--- src/rtl/gts_pkg.sv ---
// Package for the greedy tardiness scheduler: sizes, job table entry type
// and the request that drives the shared cost unit. No dependencies.
package gts_pkg;

	localparam int MAX_JOBS = 16;

	// Table address and a count that can hold MAX_JOBS itself
	localparam int IDX_W = $clog2(MAX_JOBS);
	localparam int CNT_W = $clog2(MAX_JOBS + 1);

	// Field widths fixed by the interface
	localparam int VAL_W    = 16;
	localparam int JIDX_W   = 4;
	localparam int COUNT_W  = 5;
	localparam int OUT_W    = 40;
	localparam int CFG_IDX_W = 1;
	localparam int CFG_W    = 5;

	// Finish times never exceed (MAX_JOBS + 1) full durations
	localparam int TIME_W = VAL_W + $clog2(MAX_JOBS + 1);
	localparam int PROD_W = VAL_W + TIME_W;
	localparam int FRAC_W = 8;
	localparam int COST_W = PROD_W - FRAC_W + 1;

	// Register indexes on the configuration port
	localparam logic [CFG_IDX_W-1:0] REG_MODE      = 1'd0;
	localparam logic [CFG_IDX_W-1:0] REG_JOB_COUNT = 1'd1;

	// Input operation codes
	localparam logic OP_LOAD = 1'b0;
	localparam logic OP_RUN  = 1'b1;

	typedef struct packed {
		logic [VAL_W-1:0] duration;
		logic [VAL_W-1:0] deadline;
		logic [VAL_W-1:0] penalty;
		logic [VAL_W-1:0] slope;
	} job_t;

	localparam int JOB_W = $bits(job_t);

	typedef struct packed {
		logic [TIME_W-1:0] finish;
		logic [VAL_W-1:0]  deadline;
		logic [VAL_W-1:0]  penalty;
		logic [VAL_W-1:0]  slope;
	} cost_req_t;

endpackage

--- src/rtl/greedy_tardiness_scheduler.sv ---
// Greedy weighted-tardiness scheduler top level: sequencer, job table RAM
// and shared cost unit. Depends on gts_pkg, gts_ram and gts_cost_unit.
//
// A load request writes one job entry and its placed bit. A run request
// first sweeps the n jobs in use (a read state, then an accumulate state,
// per job) to sum the placed durations and the final finish time, then
// makes one pick per pending job, or posts one empty result if none is
// pending. Each pick scans the table once: a job not pending takes only the
// read state; a pending job also takes the multiply and add states, twice in
// mode 1 (the single multiplier is used twice); then the result is posted.
// A result waits until the output register is free or being drained. Results
// wait in an output register, so a load may be taken while the last result
// of a run is still pending at the output.
module greedy_tardiness_scheduler
	import gts_pkg::*;
(
	input  logic                 clk,
	input  logic                 arst_n,

	input  logic                 cfg_we,
	input  logic [CFG_IDX_W-1:0] cfg_index,
	input  logic [CFG_W-1:0]     cfg_data,

	input  logic                 in_valid,
	output logic                 in_ready,
	input  logic                 op,
	input  logic [JIDX_W-1:0]    job_index,
	input  logic [VAL_W-1:0]     duration,
	input  logic [VAL_W-1:0]     deadline,
	input  logic [VAL_W-1:0]     penalty,
	input  logic [VAL_W-1:0]     slope,
	input  logic                 scheduled,

	output logic                 out_valid,
	input  logic                 out_ready,
	output logic [JIDX_W-1:0]    picked_job,
	output logic                 has_job,
	output logic [OUT_W-1:0]     job_cost,
	output logic [OUT_W-1:0]     total_cost,
	output logic                 last
);

	typedef enum logic [2:0] {
		IDLE,
		SUM_RD,
		SUM_ACC,
		SCAN_RD,
		SCAN_MUL,
		SCAN_ADD,
		EMIT
	} state_t;

	state_t state_q;

	logic                mode_q;
	logic [COUNT_W-1:0]  job_count_q;
	logic [MAX_JOBS-1:0] placed_q;
	logic [MAX_JOBS-1:0] pend_q;
	logic [CNT_W-1:0]    n_q;
	logic [CNT_W-1:0]    idx_q;
	logic [TIME_W-1:0]   now_q;
	logic [TIME_W-1:0]   tend_q;
	logic                phase_q;
	logic                found_q;
	logic                empty_q;
	logic [COST_W-1:0]   first_cost_q;
	logic [COST_W-1:0]   best_cost_q;
	logic [IDX_W-1:0]    best_idx_q;
	logic [VAL_W-1:0]    best_dur_q;
	logic [OUT_W-1:0]    total_q;

	logic                in_fire;
	logic                emit_go;
	logic [IDX_W-1:0]    ld_idx;
	logic                ld_ok;
	logic                ram_we;
	job_t                ram_wdata;
	job_t                rd_job;
	logic [IDX_W-1:0]    rd_idx;
	logic [CNT_W-1:0]    n_run;
	logic [MAX_JOBS-1:0] pend_init;
	logic [MAX_JOBS-1:0] pend_left;
	logic                scan_end;
	cost_req_t           req;
	logic [COST_W-1:0]   cost;
	logic [COST_W:0]     avg_sum;
	logic [COST_W-1:0]   cand;
	logic [OUT_W:0]      total_sum;
	logic [OUT_W-1:0]    total_next;

	assign in_ready = (state_q == IDLE);
	assign in_fire  = in_valid && in_ready;

	// Post a result when the output register is free or being drained
	assign emit_go  = (state_q == EMIT) && (!out_valid || out_ready);

	assign ld_idx    = IDX_W'(job_index);
	assign ld_ok     = int'(job_index) < MAX_JOBS;
	assign ram_we    = in_fire && (op == OP_LOAD) && ld_ok;
	assign ram_wdata = '{duration: duration, deadline: deadline,
	                     penalty: penalty, slope: slope};
	assign rd_idx    = idx_q[IDX_W-1:0];

	gts_ram #(
		.WIDTH(JOB_W),
		.DEPTH(MAX_JOBS)
	) u_table (
		.clk  (clk),
		.we   (ram_we),
		.waddr(ld_idx),
		.wdata(ram_wdata),
		.raddr(rd_idx),
		.rdata(rd_job)
	);

	// Finish if run next, or at the end of the whole schedule
	always_comb begin
		req.finish   = phase_q ? tend_q : now_q + TIME_W'(rd_job.duration);
		req.deadline = rd_job.deadline;
		req.penalty  = rd_job.penalty;
		req.slope    = rd_job.slope;
	end

	gts_cost_unit u_cost (
		.clk (clk),
		.req (req),
		.cost(cost)
	);

	always_comb begin
		if (int'(job_count_q) > MAX_JOBS) begin
			n_run = CNT_W'(MAX_JOBS);
		end else begin
			n_run = CNT_W'(job_count_q);
		end
		for (int i = 0; i < MAX_JOBS; i++) begin
			pend_init[i] = (CNT_W'(i) < n_run) && !placed_q[i];
		end
	end

	assign avg_sum  = (COST_W + 1)'(first_cost_q) + (COST_W + 1)'(cost);
	assign cand     = mode_q ? avg_sum[COST_W:1] : cost;
	assign scan_end = (idx_q + CNT_W'(1)) == n_q;

	always_comb begin
		pend_left             = pend_q;
		pend_left[best_idx_q] = 1'b0;
	end

	// Saturate the running total
	assign total_sum  = (OUT_W + 1)'(total_q) + (OUT_W + 1)'(best_cost_q);
	assign total_next = total_sum[OUT_W] ? '1 : total_sum[OUT_W-1:0];

	always_ff @(posedge clk or negedge arst_n) begin
		if (!arst_n) begin
			state_q      <= IDLE;
			mode_q       <= 1'b0;
			job_count_q  <= COUNT_W'(16);
			placed_q     <= '0;
			pend_q       <= '0;
			n_q          <= '0;
			idx_q        <= '0;
			now_q        <= '0;
			tend_q       <= '0;
			phase_q      <= 1'b0;
			found_q      <= 1'b0;
			empty_q      <= 1'b0;
			first_cost_q <= '0;
			best_cost_q  <= '0;
			best_idx_q   <= '0;
			best_dur_q   <= '0;
			total_q      <= '0;
			out_valid    <= 1'b0;
			picked_job   <= '0;
			has_job      <= 1'b0;
			job_cost     <= '0;
			total_cost   <= '0;
			last         <= 1'b0;
		end else begin
			if (cfg_we) begin
				case (cfg_index)
					REG_MODE:      mode_q      <= cfg_data[0];
					REG_JOB_COUNT: job_count_q <= cfg_data[COUNT_W-1:0];
					default: ;
				endcase
			end

			if (emit_go) begin
				out_valid <= 1'b1;
			end else if (out_ready) begin
				out_valid <= 1'b0;
			end

			case (state_q)
				IDLE: begin
					if (in_fire) begin
						if (op == OP_LOAD) begin
							if (ld_ok) begin
								placed_q[ld_idx] <= scheduled;
							end
						end else begin
							n_q     <= n_run;
							pend_q  <= pend_init;
							idx_q   <= '0;
							now_q   <= '0;
							tend_q  <= '0;
							total_q <= '0;
							phase_q <= 1'b0;
							found_q <= 1'b0;
							empty_q <= (pend_init == '0);
							state_q <= (n_run == '0) ? EMIT : SUM_RD;
						end
					end
				end
				SUM_RD: begin
					state_q <= SUM_ACC;
				end
				SUM_ACC: begin
					tend_q <= tend_q + TIME_W'(rd_job.duration);
					if (placed_q[rd_idx]) begin
						now_q <= now_q + TIME_W'(rd_job.duration);
					end
					if (scan_end) begin
						idx_q   <= '0;
						state_q <= empty_q ? EMIT : SCAN_RD;
					end else begin
						idx_q   <= idx_q + CNT_W'(1);
						state_q <= SUM_RD;
					end
				end
				SCAN_RD: begin
					phase_q <= 1'b0;
					if (pend_q[rd_idx]) begin
						state_q <= SCAN_MUL;
					end else if (scan_end) begin
						state_q <= EMIT;
					end else begin
						idx_q <= idx_q + CNT_W'(1);
					end
				end
				SCAN_MUL: begin
					state_q <= SCAN_ADD;
				end
				SCAN_ADD: begin
					if (mode_q && !phase_q) begin
						// hold the next-finish cost, then cost at the final finish
						first_cost_q <= cost;
						phase_q      <= 1'b1;
						state_q      <= SCAN_MUL;
					end else begin
						if (!found_q || cand > best_cost_q) begin
							found_q     <= 1'b1;
							best_cost_q <= cand;
							best_idx_q  <= rd_idx;
							best_dur_q  <= rd_job.duration;
						end
						if (scan_end) begin
							state_q <= EMIT;
						end else begin
							idx_q   <= idx_q + CNT_W'(1);
							state_q <= SCAN_RD;
						end
					end
				end
				EMIT: begin
					if (emit_go) begin
						if (empty_q) begin
							picked_job <= '0;
							has_job    <= 1'b0;
							job_cost   <= '0;
							total_cost <= '0;
							last       <= 1'b1;
							state_q    <= IDLE;
						end else begin
							picked_job <= JIDX_W'(best_idx_q);
							has_job    <= 1'b1;
							job_cost   <= OUT_W'(best_cost_q);
							total_cost <= total_next;
							last       <= (pend_left == '0);
							total_q    <= total_next;
							pend_q     <= pend_left;
							now_q      <= now_q + TIME_W'(best_dur_q);
							found_q    <= 1'b0;
							idx_q      <= '0;
							state_q    <= (pend_left == '0) ? IDLE : SCAN_RD;
						end
					end
				end
				default: begin
					state_q <= IDLE;
				end
			endcase
		end
	end

endmodule

--- src/rtl/gts_ram.sv ---
// Generic single-port-write, single-port-read RAM with registered read data.
// No dependencies.
module gts_ram #(
	parameter int WIDTH = 8,
	parameter int DEPTH = 16
) (
	input  logic                     clk,
	input  logic                     we,
	input  logic [$clog2(DEPTH)-1:0] waddr,
	input  logic [WIDTH-1:0]         wdata,
	input  logic [$clog2(DEPTH)-1:0] raddr,
	output logic [WIDTH-1:0]         rdata
);

	logic [WIDTH-1:0] mem_q [DEPTH];

	always_ff @(posedge clk) begin
		if (we) begin
			mem_q[waddr] <= wdata;
		end
		rdata <= mem_q[raddr];
	end

endmodule

--- src/rtl/gts_cost_unit.sv ---
// Shared lateness cost unit: registers slope * lateness, then forms
// penalty + product >> 8 (or zero when on time). Depends on gts_pkg.
module gts_cost_unit
	import gts_pkg::*;
(
	input  logic              clk,
	input  cost_req_t         req,
	output logic [COST_W-1:0] cost
);

	logic              late;
	logic [TIME_W-1:0] lateness;

	logic              late_s1;
	logic [PROD_W-1:0] prod_s1;
	logic [VAL_W-1:0]  pen_s1;

	assign late     = req.finish > TIME_W'(req.deadline);
	assign lateness = req.finish - TIME_W'(req.deadline);

	always_ff @(posedge clk) begin
		late_s1 <= late;
		prod_s1 <= PROD_W'(req.slope) * PROD_W'(lateness);
		pen_s1  <= req.penalty;
	end

	always_comb begin
		if (late_s1) begin
			cost = COST_W'(pen_s1) + COST_W'(prod_s1 >> FRAC_W);
		end else begin
			cost = '0;
		end
	end

endmodule
--- config.mk ---
export PLATFORM = sky130hd
export DESIGN_NAME = greedy_tardiness_scheduler
export DESIGN_NICKNAME = d
export VERILOG_FILES = /design/src/rtl/gts_pkg.sv /design/src/rtl/greedy_tardiness_scheduler.sv /design/src/rtl/gts_ram.sv /design/src/rtl/gts_cost_unit.sv
export SDC_FILE = /design/constraint.sdc
export NUM_CORES = 2
export LEC_CHECK = 0
export ABC_AREA = 1
export BUFFER_PORTS_ARGS = -buffer_cell sky130_fd_sc_hd__buf_2
export CORE_MARGIN = 5
export CORE_UTILIZATION = 59
export CTS_BUF_LIST = sky130_fd_sc_hd__clkbuf_4
export CTS_CLUSTER_DIAMETER = 60
export DETAILED_ROUTE_END_ITERATION = 8
export GPL_TIMING_DRIVEN = 0
export PLACE_DENSITY = 0.79
export SLEW_MARGIN = 5
export SYNTH_ARGS = -nofsm -noshare
export SYNTH_HDL_FRONTEND = slang
export SYNTH_SLANG_ARGS = --single-unit
export TNS_END_PERCENT = 30
--- constraint.sdc ---
create_clock -name clk -period 8.5 [get_ports clk]
set_input_delay 0.85 -clock clk [delete_from_list [all_inputs] [get_ports clk]]
set_output_delay 0.85 -clock clk [all_outputs]
set_load 0.005 [all_outputs]
# ---- Yosys cells after proc, flatten, opt, wreduce, memory -nomap -nowiden
# Memories as Yosys holds them, arrays and structs flattened. A register that Yosys moved wholly into a read port is not among the register bits.
# Cells that the tools add are included.
# W data, S select, Z words.
dict set report word_totals {
  ff_bits 357
  ramBits 1024
  wordCells 221
  n_memories 1
}
# memory depth word_bits rd rd_clocked_by_memory_dff wr line_no
set mem_list {}
lappend mem_list {u_table.mem_q 16 64 1 1 1 gts_ram.sv:15} ;# logic [WIDTH-1:0] mem_q [DEPTH];
dict set report classes {
  addsub 8
  n_mul 1
  order_cmp 24
  n_eq_ne 17
  mux 71
  bitwise 5
  reduce_logical 68
}
# operator n
set op_table {}
lappend op_table {{$mux W40} 6}
lappend op_table {{$mux W21} 6}
lappend op_table {{$mux W30} 3}
lappend op_table {{$pmux W40 S2} 1}
lappend op_table {{$mux W16} 4}
lappend op_table {{$add A21 B16 Y21} 3}
lappend op_table {{$pmux W21 S3} 1}
lappend op_table {{$mux W5} 9}
lappend op_table {{$pmux W21 S2} 1}
lappend op_table {{$add A40 B30 Y41} 1}
lappend op_table {{$lt A4 B5 Y1 const A} 8}
lappend op_table {{$mul A16 B21 Y37} 1}
lappend op_table {{$logic_not A16 Y1} 2}
lappend op_table {{$pmux W16 S2} 1}
lappend op_table {{$add A30 B30 Y31} 1}
lappend op_table {{$add A16 B29 Y30} 1}
lappend op_table {{$gt A30 B30 Y1} 1}
lappend op_table {{$mux W3} 10}
lappend op_table {{$pmux W5 S5} 1}
lappend op_table {{$logic_and A1 B1 Y1} 22}
lappend op_table {{$gt A21 B16 Y1} 1}
lappend op_table {{$pmux W3 S7} 1}
lappend op_table {{$sub A21 B16 Y21} 1}
lappend op_table {{$lt A3 B5 Y1 const A} 4}
lappend op_table {{36 further kinds} 104}

# ---- Logic depth before layout (Yosys ltp)
dict set report depth {
  depth_word 11
  mapped_depth 46
}

# ---- Cells and area by module
# Synthesis repeated with hierarchy kept, for this count alone.
dict set report hier_totals {
  cells_unflattened 9541
  area_unflattened_um2 81762.2
}
# mod instances cells_each area_each_um2 seq_area_each_um2
set by_module_without_submodules {}
lappend by_module_without_submodules {gts_ram 1 4212 45189.6 32030.7}
lappend by_module_without_submodules {greedy_tardiness_scheduler 1 3385 22076.2 7333.3}
lappend by_module_without_submodules {gts_cost_unit 1 1944 14496.4 920.9}

# ---- Worst setup path after synthesis
# OpenSTA, ideal clock, no wires.
dict set report synth_timing {
  kind {reg2reg}
  from {reg now_q[0]}
  to {reg u_cost.prod_s1[26]}
  setup_time_ps 112
  arrival_ps 7814
  t_required_ps 8388
  slack_ps 574
  path_stages_with_launch 41
  path_buffers 1
  path_cell_list {dfrtp_1 > ha_1 > fa_1 > nand3_1 > nand3_2 > nand2_1 > o21ai_0 > xnor2_1 > o21ai_0 > ha_1 > a21oi_1 > o21a_1 > nand2_1 > a21boi_0 > inv_1 > nand2_1 > nand2_1 > inv_1 > (+5 left out) > inv_1 > fa_1 > fa_1 > inv_1 > fa_1 > inv_1 > fa_1 > inv_1 > ha_1 > a21oi_1 > a21boi_0 > nand3_1 > a31oi_1 > o21ai_2 > nand3_1 > nand2_1 > nand2_1 > nand2_1}
}
dict set report synth_via {
  elab_chain_len 4
}
# item line_no
set synth_lines {}
lappend synth_lines {{from (decl)} greedy_tardiness_scheduler.sv:61} ;# logic [TIME_W-1:0] now_q;
lappend synth_lines {{from (signal assigned)} greedy_tardiness_scheduler.sv:221} ;# now_q <= now_q + TIME_W'(rd_job.duration);
lappend synth_lines {{from (signal assigned)} greedy_tardiness_scheduler.sv:282} ;# now_q <= now_q + TIME_W'(best_dur_q);
lappend synth_lines {{$add A21 B16 Y21} greedy_tardiness_scheduler.sv:118} ;# req.finish = phase_q ? tend_q : now_q + TIME_W'(rd_job.duration);
lappend synth_lines {{$mux W21} greedy_tardiness_scheduler.sv:118}
lappend synth_lines {{$sub A21 B16 Y21} gts_cost_unit.sv:19} ;# assign lateness = req.finish - TIME_W'(req.deadline);
lappend synth_lines {{$mul A16 B21 Y37} gts_cost_unit.sv:23} ;# prod_s1 <= PROD_W'(req.slope) * PROD_W'(lateness);
lappend synth_lines {{to (signal assigned)} gts_cost_unit.sv:23}
lappend synth_lines {{to (decl)} gts_cost_unit.sv:15} ;# logic [PROD_W-1:0] prod_s1;
# No other way between the ends.
# A chain may end at the register's enable or synchronous reset.

# ---- Worst setup path in the final report
dict set report layout_timing {
  from {reg now_q[0]}
  to {reg u_cost.prod_s1[27]}
}
# The elaborated chain is that of the path after synthesis.

==> metrics <==
combined area of all synthesized cells 74,700 µm²; FILL cells 9,194; final clock period utilization by the worst path 99.9%; dominant cell type by count on the critical path fa_1; cell area after placement 78,900 µm²; asr flop ratio synth 20.5%; kind of path behind the tightest hold check in2async; IO Pins 169; worst relative slew slack 8.66%; number of antenna violations at the first check in global routing 24; share of synthesized area occupied by flip-flops and latches 53.9%; Maximum Capacitance Violations 0; library cell used as clock root buffer clkbuf_4; vias in the first global route 61,300; top library cells by usage in the layout, fill and taps aside 1,711 x nand2_1, 1,024 x edfxtp_1, 702 x inv_1; Syn Inst Count 7,603; CP Launch Type flip-flop; Vert. Die Dim 366 µm; CP arrival 9450 ps; top_reg_cell synth edfxtp_1; overall overflow remaining after global route 0; site row count 130; pin count of the biggest net entering global routing 106; most used routing layer met2; largest stage delay on the critical path 580 ps; FF+latch count, synth 1,427; detailed-route DRC error count 4; global-route met1 utilization 44.2%; Final Hold Violating Endpoints 0; slowest CP cell fa_1; maximum clock insertion buffer count 4; PnR worst setup slack 10.6 ps; Via Count 62,500; global routing usage on met3 8.04%; DRT Wirelength 239,000 µm; half-perimeter wire length after placement 170,000 µm; number of clock buffers inserted by TritonCTS 362; Worst Skew 205 ps; endpoint required time on the critical path 9460 ps; router iterations before antenna repair 9; width of the die 366 µm; Syn. warnings 0; layout overhead on the synthesized area 15.3%; CTS H-tree depth 5; global-route total usage across every layer 34.7%; post-place setup slack -1520 ps; Post-synth EDFFs 1,024; met2 track utilization from global routing 55.2%; footprint of the multi-input gates 31,900 µm²; Worst path top cell family by delay adder cells; largest driver fanout on the critical path 6; Post-Synthesis Mean Instance Area 9.83 µm²; detailed router's first-iteration violation count 8,037; Clock Latency Late Sink 1280 ps; Layout Nets 8,960; number of endpoints failing setup at the final stage 0; Sequential cell area 40,300 µm²; placeable core region 126,000 µm²; leading cell type in the layout, fill and taps excluded nand2_1; worst r2r src now_q[0]; violated checks DRC; actual slew at the worst max-slew pin 1370 ps; routability congestion estimate 0.976; # clock sinks 1,427; Worst Path Class, Setup reg2reg; via density per instance 6.10; antenna-violating nets left 0; per-cell routed wire length 23.4 µm; layout cell share with drive strength beyond 1 14.6%; outcome complete, but fails checks; critical path buffer and inverter count 7; startpoint of the worst setup timing path now_q[0]; number of max-slew violations in the final report 0; CTS clk-pin slew, worst paths 70 ps; first-pass GRT wire length 356,000 µm; starting utilization of the core area 59.4%; Period minus WS final 8490 ps; buffers added on ports 157; overall die area 134,000 µm²; total non-filler cell area in the finished layout 86,200 µm²; Max Clk Rate 0.118 GHz; Distinct cells, synth 71; clock tree from TritonCTS yes; type of destination of the critical path flip-flop
## layer usage
| layer | vias up | routed length [µm] |
|---|---|---|
| met5 | - | 94 |
| met4 | 16 | 14700 |
| met3 | 1000 | 27800 |
| met2 | 4453 | 110000 |
| met1 | 29400 | 86800 |
| li1 | 27600 | - |
## registers in the layout, indices dropped and copies added (netlist names), 21 cells and up
name,flops
tend_q,21
u_table.mem_q,1024
job_cost,30
best_cost_q,30
u_table.rdata,64
total_cost,40
now_q,21
first_cost_q,30
u_cost.prod_s1,29
total_q,40
## stage by stage
stage               setup TNS (ps)  utilization (%)  hold slack, ps  instances
floorplan                        0                -             310       7612
global route                 -1430             68.5             134      10200
global placement            -30720             61.7             312       9419
finish                           0             68.5             138      10200
CTS                          -39.6             67.5            24.5      10200
detailed placement          -30300             62.7             313       9470
## cell type report
type | count | area share [%]
timing repair buffer | 361 | 3.83
buffer | 314 | 1.51
inverter | 743 | 3.28
clock inverter | 75 | 0.452
multi-input combinational | 5124 | 37.1
antenna | 18 | 0.0523
clock buffer | 532 | 4.63
tap | 1650 | 2.40
sequential | 1427 | 46.8
## worst paths after layout
check | to | slack [ps] | depth (start not counted)
min in group clk | job_count_q[4] | 280 | 4
max | u_cost.prod_s1[27] | 10 | 41
max reg2reg | u_cost.prod_s1[27] | 10 | 41
min | tend_q[9] | 140 | 2
max in group asynchronous | placed_q[14] | 7060 | 4
min reg2reg | u_cost.pen_s1[4] | 320 | 0
## logic make-up after synthesis
logic type      Yosys count  share of synthesized area, %
fa+ha+maj               546                          11.9
simple gates           3047                          16.9
buf+inv                1061                          5.46
xor+xnor                 91                          1.08
mux                       3                        0.0452
compound gates         1427                          10.8
other cells               1                       0.00502
flops                  1427                          53.9
## synthesized netlist by cell type, drive strengths merged, types with 11 or more instances
master  count  area (µm²)
buf        69         355
o221ai     53         464
clkbuf    249         936
nor4       12        75.1
fa        270        5410
ha        276        3450
clkinv     12        45.0
o211ai     11        82.6
dfxtp     110        2200
o21a       14         105
a21boi     12        93.8
a31oi      20         125
nand3     338        1720
o22ai      85         532
a221oi     78         683
nor3       39         216
or2        33         206
dfrtp     292        7310
nand4      99         649
xor2       54         480
o21ai     674        3390
inv       731        2740
nand3b     17         128
edfxtp   1024       30700
a21o       27         203
a21oi     420        2110
nor2      731        2840
xnor2      37         324
o21bai     14         105
nand2    1771        6740
## timing repair
item / 4_1_cts / 5_1_grt
setup buffers: 32 / 45
gates resized for setup: 137 / 223
hold endpoints to repair: 1221 / 0
pin swaps: 32 / 96
setup endpoints to repair: 26 / 22
hold buffers: 76 / 0
Power is not shown: default switching activity piles up to over one toggle a cycle in this logic, so the estimate is an artifact.
